`src/design/dcss_pkg.sv`:
```
// dcss_pkg: shared types, register indexes and digit decode for the
// multiplexed seven-segment clock. No dependencies.
package dcss_pkg;

  // register indexes on the configuration channel
  localparam logic [0:0] REG_SECOND_PERIOD = 1'b0;
  localparam logic [0:0] REG_SCAN_PERIOD   = 1'b1;

  // reset values
  localparam logic [15:0] SECOND_PERIOD_RST = 16'd100;
  localparam logic [15:0] SCAN_PERIOD_RST   = 16'd25;
  localparam logic [5:0]  SECONDS_RST       = 6'd50;
  localparam logic [5:0]  MINUTES_RST       = 6'd8;
  localparam logic [4:0]  HOURS_RST         = 5'd15;

  // wrap points
  localparam logic [6:0] SECONDS_WRAP = 7'd60;
  localparam logic [6:0] MINUTES_WRAP = 7'd60;
  localparam logic [5:0] HOURS_WRAP   = 6'd24;

  localparam int unsigned DIGIT_COUNT = 4;
  localparam int unsigned IDX_W       = $clog2(DIGIT_COUNT);

  // digit positions in scan order
  localparam logic [IDX_W-1:0] DIG_HOUR_TENS = 2'd0;
  localparam logic [IDX_W-1:0] DIG_HOUR_ONES = 2'd1;
  localparam logic [IDX_W-1:0] DIG_MIN_TENS  = 2'd2;
  localparam logic [IDX_W-1:0] DIG_MIN_ONES  = 2'd3;

  // result word, first field in the high bits
  typedef struct packed {
    logic [5:0] seconds_now;
    logic [5:0] minutes_now;
    logic [4:0] hours_now;
    logic       dot_level;
    logic [3:0] digit_enable_n;
    logic [6:0] segments_n;
  } result_t;

  // tens digit of a value below 64, by reciprocal multiply
  function automatic logic [3:0] tens_of(input logic [5:0] v);
    logic [13:0] prod;
    prod = 14'(v) * 14'd205;
    return 4'(prod[13:11]);
  endfunction

  // ones digit from value and its tens digit
  function automatic logic [3:0] ones_of(input logic [5:0] v, input logic [3:0] t);
    logic [6:0] tx10;
    logic [6:0] diff;
    tx10 = {3'd0, t} * 7'd10;
    diff = 7'(v) - tx10;
    return diff[3:0];
  endfunction

  // active-low common-anode patterns, codes above nine fold back by ten
  function automatic logic [6:0] seg_pattern(input logic [3:0] d);
    logic [6:0] p;
    case (d)
      4'd0, 4'd10: p = 7'h40;
      4'd1, 4'd11: p = 7'h79;
      4'd2, 4'd12: p = 7'h24;
      4'd3, 4'd13: p = 7'h30;
      4'd4, 4'd14: p = 7'h19;
      4'd5, 4'd15: p = 7'h12;
      4'd6:        p = 7'h02;
      4'd7:        p = 7'h78;
      4'd8:        p = 7'h00;
      4'd9:        p = 7'h10;
      default:     p = 7'h40;
    endcase
    return p;
  endfunction

endpackage

```
`src/design/digital_clock_seven_segment_scan.sv`:
```
// digital_clock_seven_segment_scan: time keeping, digit scan and output
// skid buffer of the multiplexed seven-segment clock. Depends on dcss_pkg.
//
// Usage: every word on the s_axis channel is one timer strobe; bit0 of
// tdata is the tick flag (a word with tick low leaves the state alone).
// Each accepted word yields exactly one m_axis word carrying the segment
// and digit enable latches, the dot level and the current time.
// The two dividers reload from the periods on the cfg channel (index 0:
// second period, index 1: scan period); a period of zero counts as one and
// a new period takes effect at the next reload. Write them only when idle.
// Throughput: one word per cycle while the output buffer is not full, set
// by the single register stage holding time and dividers.
// A two-entry output buffer (output register plus skid register) keeps
// the input taking a word while one result waits; when both are full the
// input stalls until m_axis_tready_i drains one.
// Reset: time 15:08:50, dividers at 100 and 25, all segments and digits on,
// dot low, periods back to 100 and 25, output buffer empty.
module digital_clock_seven_segment_scan (
  input  logic        clk_i,
  input  logic        rst_ni,
  // input stream, tdata: [0] tick, [7:1] zero
  input  logic        s_axis_tvalid_i,
  output logic        s_axis_tready_o,
  input  logic [7:0]  s_axis_tdata_i,
  // output stream, tdata: [6:0] segments_n, [10:7] digit_enable_n,
  // [11] dot_level, [16:12] hours_now, [22:17] minutes_now,
  // [28:23] seconds_now, [31:29] zero
  output logic        m_axis_tvalid_o,
  input  logic        m_axis_tready_i,
  output logic [31:0] m_axis_tdata_o,
  // configuration write channel
  input  logic        cfg_valid_i,
  output logic        cfg_ready_o,
  input  logic [0:0]  cfg_index_i,
  input  logic [15:0] cfg_data_i
);

  logic [15:0] sec_period_q, scan_period_q;
  logic [15:0] sec_div_q, sec_div_d;
  logic [15:0] scan_div_q, scan_div_d;
  logic [5:0]  seconds_q, seconds_d;
  logic [5:0]  minutes_q, minutes_d;
  logic [4:0]  hours_q, hours_d;
  logic [dcss_pkg::IDX_W-1:0] digit_idx_q, digit_idx_d;
  logic [6:0]  seg_q, seg_d;
  logic [3:0]  en_q, en_d;
  logic        dot_q, dot_d;

  logic        accept, tick, sec_exp, scan_exp;
  logic [6:0]  sec_inc, min_inc;
  logic [5:0]  min_mid, hr_inc;
  logic [5:0]  scan_val;
  logic [3:0]  tens, ones, digit_val;
  dcss_pkg::result_t res_d;

  logic        m_valid_q, skid_valid_q, m_take;
  dcss_pkg::result_t m_data_q, skid_data_q;

  assign cfg_ready_o     = 1'b1;
  assign s_axis_tready_o = !skid_valid_q;
  assign accept          = s_axis_tvalid_i && s_axis_tready_o;
  assign tick            = s_axis_tdata_i[0];
  assign m_take          = m_valid_q && m_axis_tready_i;

  // period registers
  always_ff @(posedge clk_i or negedge rst_ni) begin
    if (!rst_ni) begin
      sec_period_q  <= dcss_pkg::SECOND_PERIOD_RST;
      scan_period_q <= dcss_pkg::SCAN_PERIOD_RST;
    end else if (cfg_valid_i && cfg_ready_o) begin
      case (cfg_index_i)
        dcss_pkg::REG_SECOND_PERIOD: sec_period_q  <= cfg_data_i;
        dcss_pkg::REG_SCAN_PERIOD:   scan_period_q <= cfg_data_i;
        default: ;
      endcase
    end
  end

  // dividers, reload on expiry with zero period read as one
  always_comb begin
    sec_exp  = (sec_div_q <= 16'd1);
    scan_exp = (scan_div_q <= 16'd1);
    if (sec_exp) begin
      sec_div_d = (sec_period_q == 16'd0) ? 16'd1 : sec_period_q;
    end else begin
      sec_div_d = sec_div_q - 16'd1;
    end
    if (scan_exp) begin
      scan_div_d = (scan_period_q == 16'd0) ? 16'd1 : scan_period_q;
    end else begin
      scan_div_d = scan_div_q - 16'd1;
    end
  end

  // time advance with carries
  always_comb begin
    seconds_d = seconds_q;
    minutes_d = minutes_q;
    hours_d   = hours_q;
    dot_d     = dot_q;
    sec_inc   = 7'(seconds_q) + 7'd1;
    min_inc   = 7'(minutes_q);
    if (sec_exp) begin
      if (sec_inc >= dcss_pkg::SECONDS_WRAP) begin
        seconds_d = 6'd0;
        min_inc   = 7'(minutes_q) + 7'd1;
      end else begin
        seconds_d = sec_inc[5:0];
      end
    end
    hr_inc  = 6'(hours_q);
    min_mid = min_inc[5:0];
    if (min_inc >= dcss_pkg::MINUTES_WRAP) begin
      min_mid = 6'd0;
      hr_inc  = 6'(hours_q) + 6'd1;
    end
    if (sec_exp) begin
      minutes_d = min_mid;
      hours_d   = (hr_inc >= dcss_pkg::HOURS_WRAP) ? 5'd0 : hr_inc[4:0];
      dot_d     = !dot_q;
    end
  end

  // digit scan on the updated time
  always_comb begin
    case (digit_idx_q)
      dcss_pkg::DIG_HOUR_TENS,
      dcss_pkg::DIG_HOUR_ONES: scan_val = 6'(hours_d);
      default:                 scan_val = minutes_d;
    endcase
    tens = dcss_pkg::tens_of(scan_val);
    ones = dcss_pkg::ones_of(scan_val, tens);
    case (digit_idx_q)
      dcss_pkg::DIG_HOUR_TENS: digit_val = tens;
      dcss_pkg::DIG_MIN_TENS:  digit_val = tens;
      dcss_pkg::DIG_HOUR_ONES: digit_val = ones;
      dcss_pkg::DIG_MIN_ONES:  digit_val = ones;
      default:                 digit_val = ones;
    endcase
    seg_d       = seg_q;
    en_d        = en_q;
    digit_idx_d = digit_idx_q;
    if (scan_exp) begin
      seg_d       = dcss_pkg::seg_pattern(digit_val);
      en_d        = ~(4'd1 << digit_idx_q);
      digit_idx_d = digit_idx_q + 2'd1;
    end
  end

  // result word, from the state as it stands after this word
  always_comb begin
    res_d.seconds_now = seconds_q;
    res_d.minutes_now = minutes_q;
    res_d.hours_now   = hours_q;
    res_d.dot_level   = dot_q;
    res_d.digit_enable_n = en_q;
    res_d.segments_n  = seg_q;
    if (tick) begin
      res_d.seconds_now    = seconds_d;
      res_d.minutes_now    = minutes_d;
      res_d.hours_now      = hours_d;
      res_d.dot_level      = dot_d;
      res_d.digit_enable_n = en_d;
      res_d.segments_n     = seg_d;
    end
  end

  // state registers
  always_ff @(posedge clk_i or negedge rst_ni) begin
    if (!rst_ni) begin
      sec_div_q   <= dcss_pkg::SECOND_PERIOD_RST;
      scan_div_q  <= dcss_pkg::SCAN_PERIOD_RST;
      seconds_q   <= dcss_pkg::SECONDS_RST;
      minutes_q   <= dcss_pkg::MINUTES_RST;
      hours_q     <= dcss_pkg::HOURS_RST;
      digit_idx_q <= dcss_pkg::DIG_HOUR_TENS;
      seg_q       <= 7'd0;
      en_q        <= 4'd0;
      dot_q       <= 1'b0;
    end else if (accept && tick) begin
      sec_div_q   <= sec_div_d;
      scan_div_q  <= scan_div_d;
      seconds_q   <= seconds_d;
      minutes_q   <= minutes_d;
      hours_q     <= hours_d;
      digit_idx_q <= digit_idx_d;
      seg_q       <= seg_d;
      en_q        <= en_d;
      dot_q       <= dot_d;
    end
  end

  // output register plus skid register
  always_ff @(posedge clk_i or negedge rst_ni) begin
    if (!rst_ni) begin
      m_valid_q    <= 1'b0;
      skid_valid_q <= 1'b0;
    end else if (skid_valid_q) begin
      if (m_take) begin
        skid_valid_q <= 1'b0;
      end
    end else if (accept) begin
      if (m_valid_q && !m_take) begin
        skid_valid_q <= 1'b1;
      end else begin
        m_valid_q <= 1'b1;
      end
    end else if (m_take) begin
      m_valid_q <= 1'b0;
    end
  end

  // payload moves
  always_ff @(posedge clk_i) begin
    if (skid_valid_q) begin
      if (m_take) begin
        m_data_q <= skid_data_q;
      end
    end else if (accept) begin
      if (m_valid_q && !m_take) begin
        skid_data_q <= res_d;
      end else begin
        m_data_q <= res_d;
      end
    end
  end

  assign m_axis_tvalid_o = m_valid_q;
  assign m_axis_tdata_o  = {3'd0, m_data_q};

`ifndef SYNTH
  // skid entry only fills behind a held output word
  a_skid_behind_out: assert property (@(posedge clk_i) disable iff (!rst_ni)
    skid_valid_q |-> m_valid_q)
    else $error("skid register valid while output register empty");

  // time stays in range
  a_time_range: assert property (@(posedge clk_i) disable iff (!rst_ni)
    (seconds_q < 6'd60) && (minutes_q < 6'd60) && (hours_q < 5'd24))
    else $error("time register out of range");

  // digit enable is all-on after reset or exactly one digit low
  a_enable_onehot: assert property (@(posedge clk_i) disable iff (!rst_ni)
    (en_q == 4'd0) || $onehot(~en_q))
    else $error("digit enable not one-hot low");

  // dot toggles on each second expiry
  a_dot_toggle: assert property (@(posedge clk_i) disable iff (!rst_ni)
    (accept && tick && (sec_div_q <= 16'd1)) |=> (dot_q != $past(dot_q)))
    else $error("dot did not toggle on second expiry");
`endif

endmodule
```
`config.mk`:
```
export PLATFORM = sky130hd
export DESIGN_NAME = digital_clock_seven_segment_scan
export DESIGN_NICKNAME = d
export VERILOG_FILES = /design/src/design/dcss_pkg.sv /design/src/design/digital_clock_seven_segment_scan.sv
export SDC_FILE = /design/constraint.sdc
export NUM_CORES = 1
export LEC_CHECK = 0
export BUFFER_PORTS_ARGS = -buffer_cell sky130_fd_sc_hd__clkbuf_2
export CAP_MARGIN = 20
export CORE_MARGIN = 1
export CORE_UTILIZATION = 45
export DETAILED_ROUTE_END_ITERATION = 8
export GPL_TIMING_DRIVEN = 0
export SYNTH_ARGS = -nofsm -noshare
export SYNTH_HDL_FRONTEND = slang
export SYNTH_SLANG_ARGS = --single-unit
```
`constraint.sdc`:
```
create_clock -name clk_i -period 8.4 [get_ports clk_i]
set_clock_uncertainty 0.1 [all_clocks]
set_input_delay 2.52 -clock clk_i [delete_from_list [all_inputs] [get_ports clk_i]]
set_output_delay 2.52 -clock clk_i [all_outputs]
set_load 0.005 [all_outputs]
```
==> impl_metrics.py <==
metrics = {
    "run_status": {
        "outcome": "completed",
    },
    "setup_path": {
        "r2r_slack_ns": 0.29,
        "end_kind": "flop",
        "path_common_cell": "inv_1",
        "worstReg2RegEnd": "m_axis_tdata_o[2]$_DFFE_PP_",
        "rr_startpoint": "seconds_q[1]$_DFFE_PN1P_",
        "crit_arrival_ns": 8.20,
        "startpoint_type": "flop",
        "critPathRequiredTime_ns": 8.49,
        "cp_top_family": "compound AO/OA/AOI/OAI gates",
        "crit_buf_inv": 7,
        "critical_path.startpoint": "seconds_q[1]$_DFFE_PN1P_",
        "slowest_delay_ns": 0.61,
        "crit_slowest_cell": "fa_1",
        "crit_type": "flop to flop",
        "cp.depth": 36,
        "crit_end": "m_axis_tdata_o[2]$_DFFE_PP_",
        "rr_worst_depth": 36,
        "crit_fanout": 9,
    },
    "timing": {
        "slew_violations": 0,
        "fmax_mhz": 123,
        "finalCritPeriodShare": 0.965,
        "hold_ws_ns": 0.375,
        "period_needed_ns": 8.11,
        "setup_violations": 0,
        "relSlewSlack": 0.346,
        "finalHoldViolations": 0,
        "tightest_slew_ns": 0.973,
    },
    "cts": {
        "cts_tree": "built",
        "ctsHtreeMaxLevel": 4,
        "cts_hold_buf": 0,
        "clkSlewWorstSetupHoldPaths_ns": 0.07,
        "cts_sinks": 155,
        "clockRootBuffer": "clkbuf_16",
        "ctsLongestPathBuffers": 2,
        "numCtsBuffers": 17,
        "worstSkewPairLatency_ns": 0.43,
    },
    "run": {
        "cap_violations": 0,
    },
    "cells_and_area": {
        "fill_cells": 1773,
        "diodes": 0,
        "syn2layout_area_growth_pct": 17.4,
        "drive_above_1_share": 0.255,
        "multi_input_area_mm2": 0.00469,
        "final_util": 0.542,
        "final_area_mm2": 0.0106,
        "final_nets": 1068,
        "register_area_mm2": 0.00420,
    },
    "synthesis": {
        "netlist_area_mm2": 0.00901,
        "yosysWarnings": 0,
        "synth_seq_cells": 155,
        "synth.distinct_cells": 71,
        "async_flop_share": 0.626,
        "synth_top_flop_cell": "dfrtp_1",
        "ys_seq_area_frac": 0.465,
        "synth_edf_count": 58,
        "avgSynthCellArea_um2": 10.0,
        "postSynthCellCount": 898,
    },
    "die": {
        "io_pins": 65,
        "die_h_um": 144,
        "row_count": 51,
        "coreArea_mm2": 0.0195,
        "die_area_mm2": 0.0206,
        "die_x_um": 144,
        "initial_core_util": 0.462,
    },
    "power_and_ir_drop": {
        "total_power_mw": 2.41,
        "power_density_mw_per_mm2": 228,
        "vdd_ir_drop_max_uv": 181,
        "leakage_nw": 4.26,
    },
    "placement": {
        "gp_congestion": 0.904,
        "numPortBuffers": 53,
        "dpl-instance-area_mm2": 0.00968,
        "dp_hpwl_um": 15400,
    },
    "global_routing": {
        "antenna_found_initial": 0,
        "grt-ovfl-total": 0,
        "grtUsageTotal": 0.219,
        "grt_max_degree": 98,
        "grt_pass1_wl_um": 34700,
        "grt_pass1_vias": 6535,
    },
    "detailed_routing": {
        "post_drt_wl_per_cell_um": 16.9,
        "dr.pass1.iters": 5,
        "drt_iter0_drc": 485,
        "avgViaCountPerCell": 5.66,
        "vias": 7175,
        "route.detailed.drc": 0,
        "antenna_left": 0,
        "drt-total-wl_um": 21500,
    },
    "hold_path": {
        "min_path_type": "flop to flop",
    },
}
-- registers in the layout, indices dropped and copies added, names as in the netlist --
name / flops
scan_period_q: 16
scan_div_q: 16
en_q: 4
sec_div_q: 16
m_axis_tdata_o: 29
skid_data_q: 29
hours_q: 5
m_axis_tvalid_o: 1
digit_idx_q: 2
minutes_q: 6
seconds_q: 6
dot_q: 1
seg_q: 7
sec_period_q: 16
skid_valid_q: 1
-- power breakdown --
part	leakage [nW]	total [mW]	internal, mW	switching, mW
clock	0.282	0.767	0.442	0.325
sequential	1.73	1.11	0.992	0.115
combinational	2.25	0.538	0.240	0.299
-- Yosys cell counts, drive strengths merged, types with 4 or more instances --
| cell type | instances | area (um2) |
|---|---|---|
| and3 | 13 | 81.3 |
| a221o | 4 | 40.0 |
| o21a | 5 | 37.5 |
| nor3 | 19 | 95.1 |
| dfstp | 20 | 526 |
| nor4 | 21 | 138 |
| clkbuf | 35 | 131 |
| a32oi | 6 | 52.6 |
| a21oi | 55 | 287 |
| nor2 | 61 | 236 |
| or4 | 5 | 41.3 |
| edfxtp | 58 | 1740 |
| ha | 42 | 526 |
| fa | 6 | 120 |
| xnor2 | 8 | 77.6 |
| dfrtp | 77 | 1930 |
| or3 | 6 | 37.5 |
| a21o | 5 | 37.5 |
| buf | 13 | 82.6 |
| mux2 | 63 | 717 |
| nand2 | 95 | 357 |
| a211o | 4 | 35.0 |
| nand2b | 7 | 43.8 |
| a41oi | 4 | 35.0 |
| or2 | 7 | 43.8 |
| inv | 33 | 124 |
| nand3 | 21 | 110 |
| o21ai | 118 | 594 |
| o31a | 4 | 35.0 |
| o211ai | 8 | 65.1 |
| mux2i | 4 | 40.0 |
| nand4 | 6 | 37.5 |
| a31oi | 12 | 75.1 |
| a22oi | 8 | 60.1 |
| o31ai | 7 | 52.6 |
-- layout make-up --
class | instances | area share
multi-input combinational | 664 | 0.443
inverter | 33 | 0.0117
buffer | 48 | 0.0202
clock buffer | 17 | 0.0402
tap | 265 | 0.0313
sequential | 155 | 0.396
timing repair buffer | 71 | 0.0422
clock inverter | 15 | 0.0151
-- logic make-up (layout without fill, tap and decap cells) --
group,Yosys count,in the layout,share of synthesized area
XOR/XNOR,11,11,0.0115
buffers and inverters,81,184,0.0375
AND/OR/NAND/NOR,270,270,0.143
multiplexers,67,67,0.0840
AO/OA/AOI/OAI,264,264,0.186
adder cells (fa/ha/maj),48,48,0.0716
other,2,4,0.000833
flip-flops,155,155,0.465
-- worst register-to-register path: cells and delay by family, from the launching register on --
| family | cells | cell delay (ns) |
|---|---|---|
| AO/OA/AOI/OAI | 12 | 2.24 |
| adder cells (fa/ha/maj) | 6 | 1.76 |
| AND/OR/NAND/NOR | 8 | 1.60 |
| buffers and inverters | 7 | 0.89 |
| multiplexers | 3 | 0.71 |
| flip-flops | 1 | 0.56 |
-- worst min-delay path by stage --
| stage | end | slack (ns) | startpoint | cells after the start |
|---|---|---|---|---|
| finish | seg_q[2]$_DFFE_PN0P_ | 0.38 | seg_q[2]$_DFFE_PN0P_ | 2 |
| CTS | seg_q[2]$_DFFE_PN0P_ | 0.38 | seg_q[2]$_DFFE_PN0P_ | 2 |
| detailed placement | seg_q[2]$_DFFE_PN0P_ | 0.36 | seg_q[2]$_DFFE_PN0P_ | 2 |
| global placement | seg_q[2]$_DFFE_PN0P_ | 0.35 | seg_q[2]$_DFFE_PN0P_ | 2 |
| floorplan | seg_q[2]$_DFFE_PN0P_ | 0.33 | seg_q[2]$_DFFE_PN0P_ | 2 |
| global route | en_q[2]$_DFFE_PN0P_ | 0.40 | en_q[2]$_DFFE_PN0P_ | 2 |
-- cell usage in the layout (no fill, tap or decap), types with 5 or more instances in the layout --
cell type,instances
or3_1,5
o21a_1,5
mux2_2,60
o21ai_0,109
nor3_1,17
nand3_1,18
xnor2_1,7
a22oi_1,7
o21ai_2,5
a21o_1,5
nor2_1,56
and3_1,11
a21oi_2,6
nand2b_1,7
buf_4,19
o31ai_1,7
clkbuf_1,35
nand4_1,6
a21oi_1,48
inv_1,32
clkbuf_16,17
edfxtp_1,58
clkbuf_2,52
a31oi_1,10
inv_6,5
nor4_1,20
a32oi_1,6
dfstp_2,20
o211ai_1,7
ha_1,38
or2_2,7
dfrtp_1,76
fa_1,5
nand2_1,94
-- metrics by stage --
step	instances	worst slack, ns	setup TNS [ns]
2_1_floorplan	900	0.407	0
3_3_place_gp	1218	-0.793	-10.70
3_5_place_dp	1220	-0.839	-11.71
4_1_cts	1258	0.0240	0
5_1_grt	1268	-0.0409	-0.106
6_report	1268	0.292	0
-- metal layers --
| metal | share of wire | up-vias | GRT usage |
|---|---|---|---|
| met4 | 0.013 | 0 | 0.0610 |
| li1 | - | 3496 | - |
| met1 | 0.47 | 3469 | 0.300 |
| met3 | 0.040 | 24 | 0.0420 |
| met2 | 0.47 | 186 | 0.354 |
| met5 | 0 | - | 0 |
-- repair_timing --
action                                  in CTS  in global routing
buffers inserted                             6                  9
endpoints found under the setup margin      21                 20
resized for setup                           18                 29
pin swaps                                   11                 18
hold endpoints to repair                     0                  0
No activity file was read; power rests on OpenSTA's default activity.
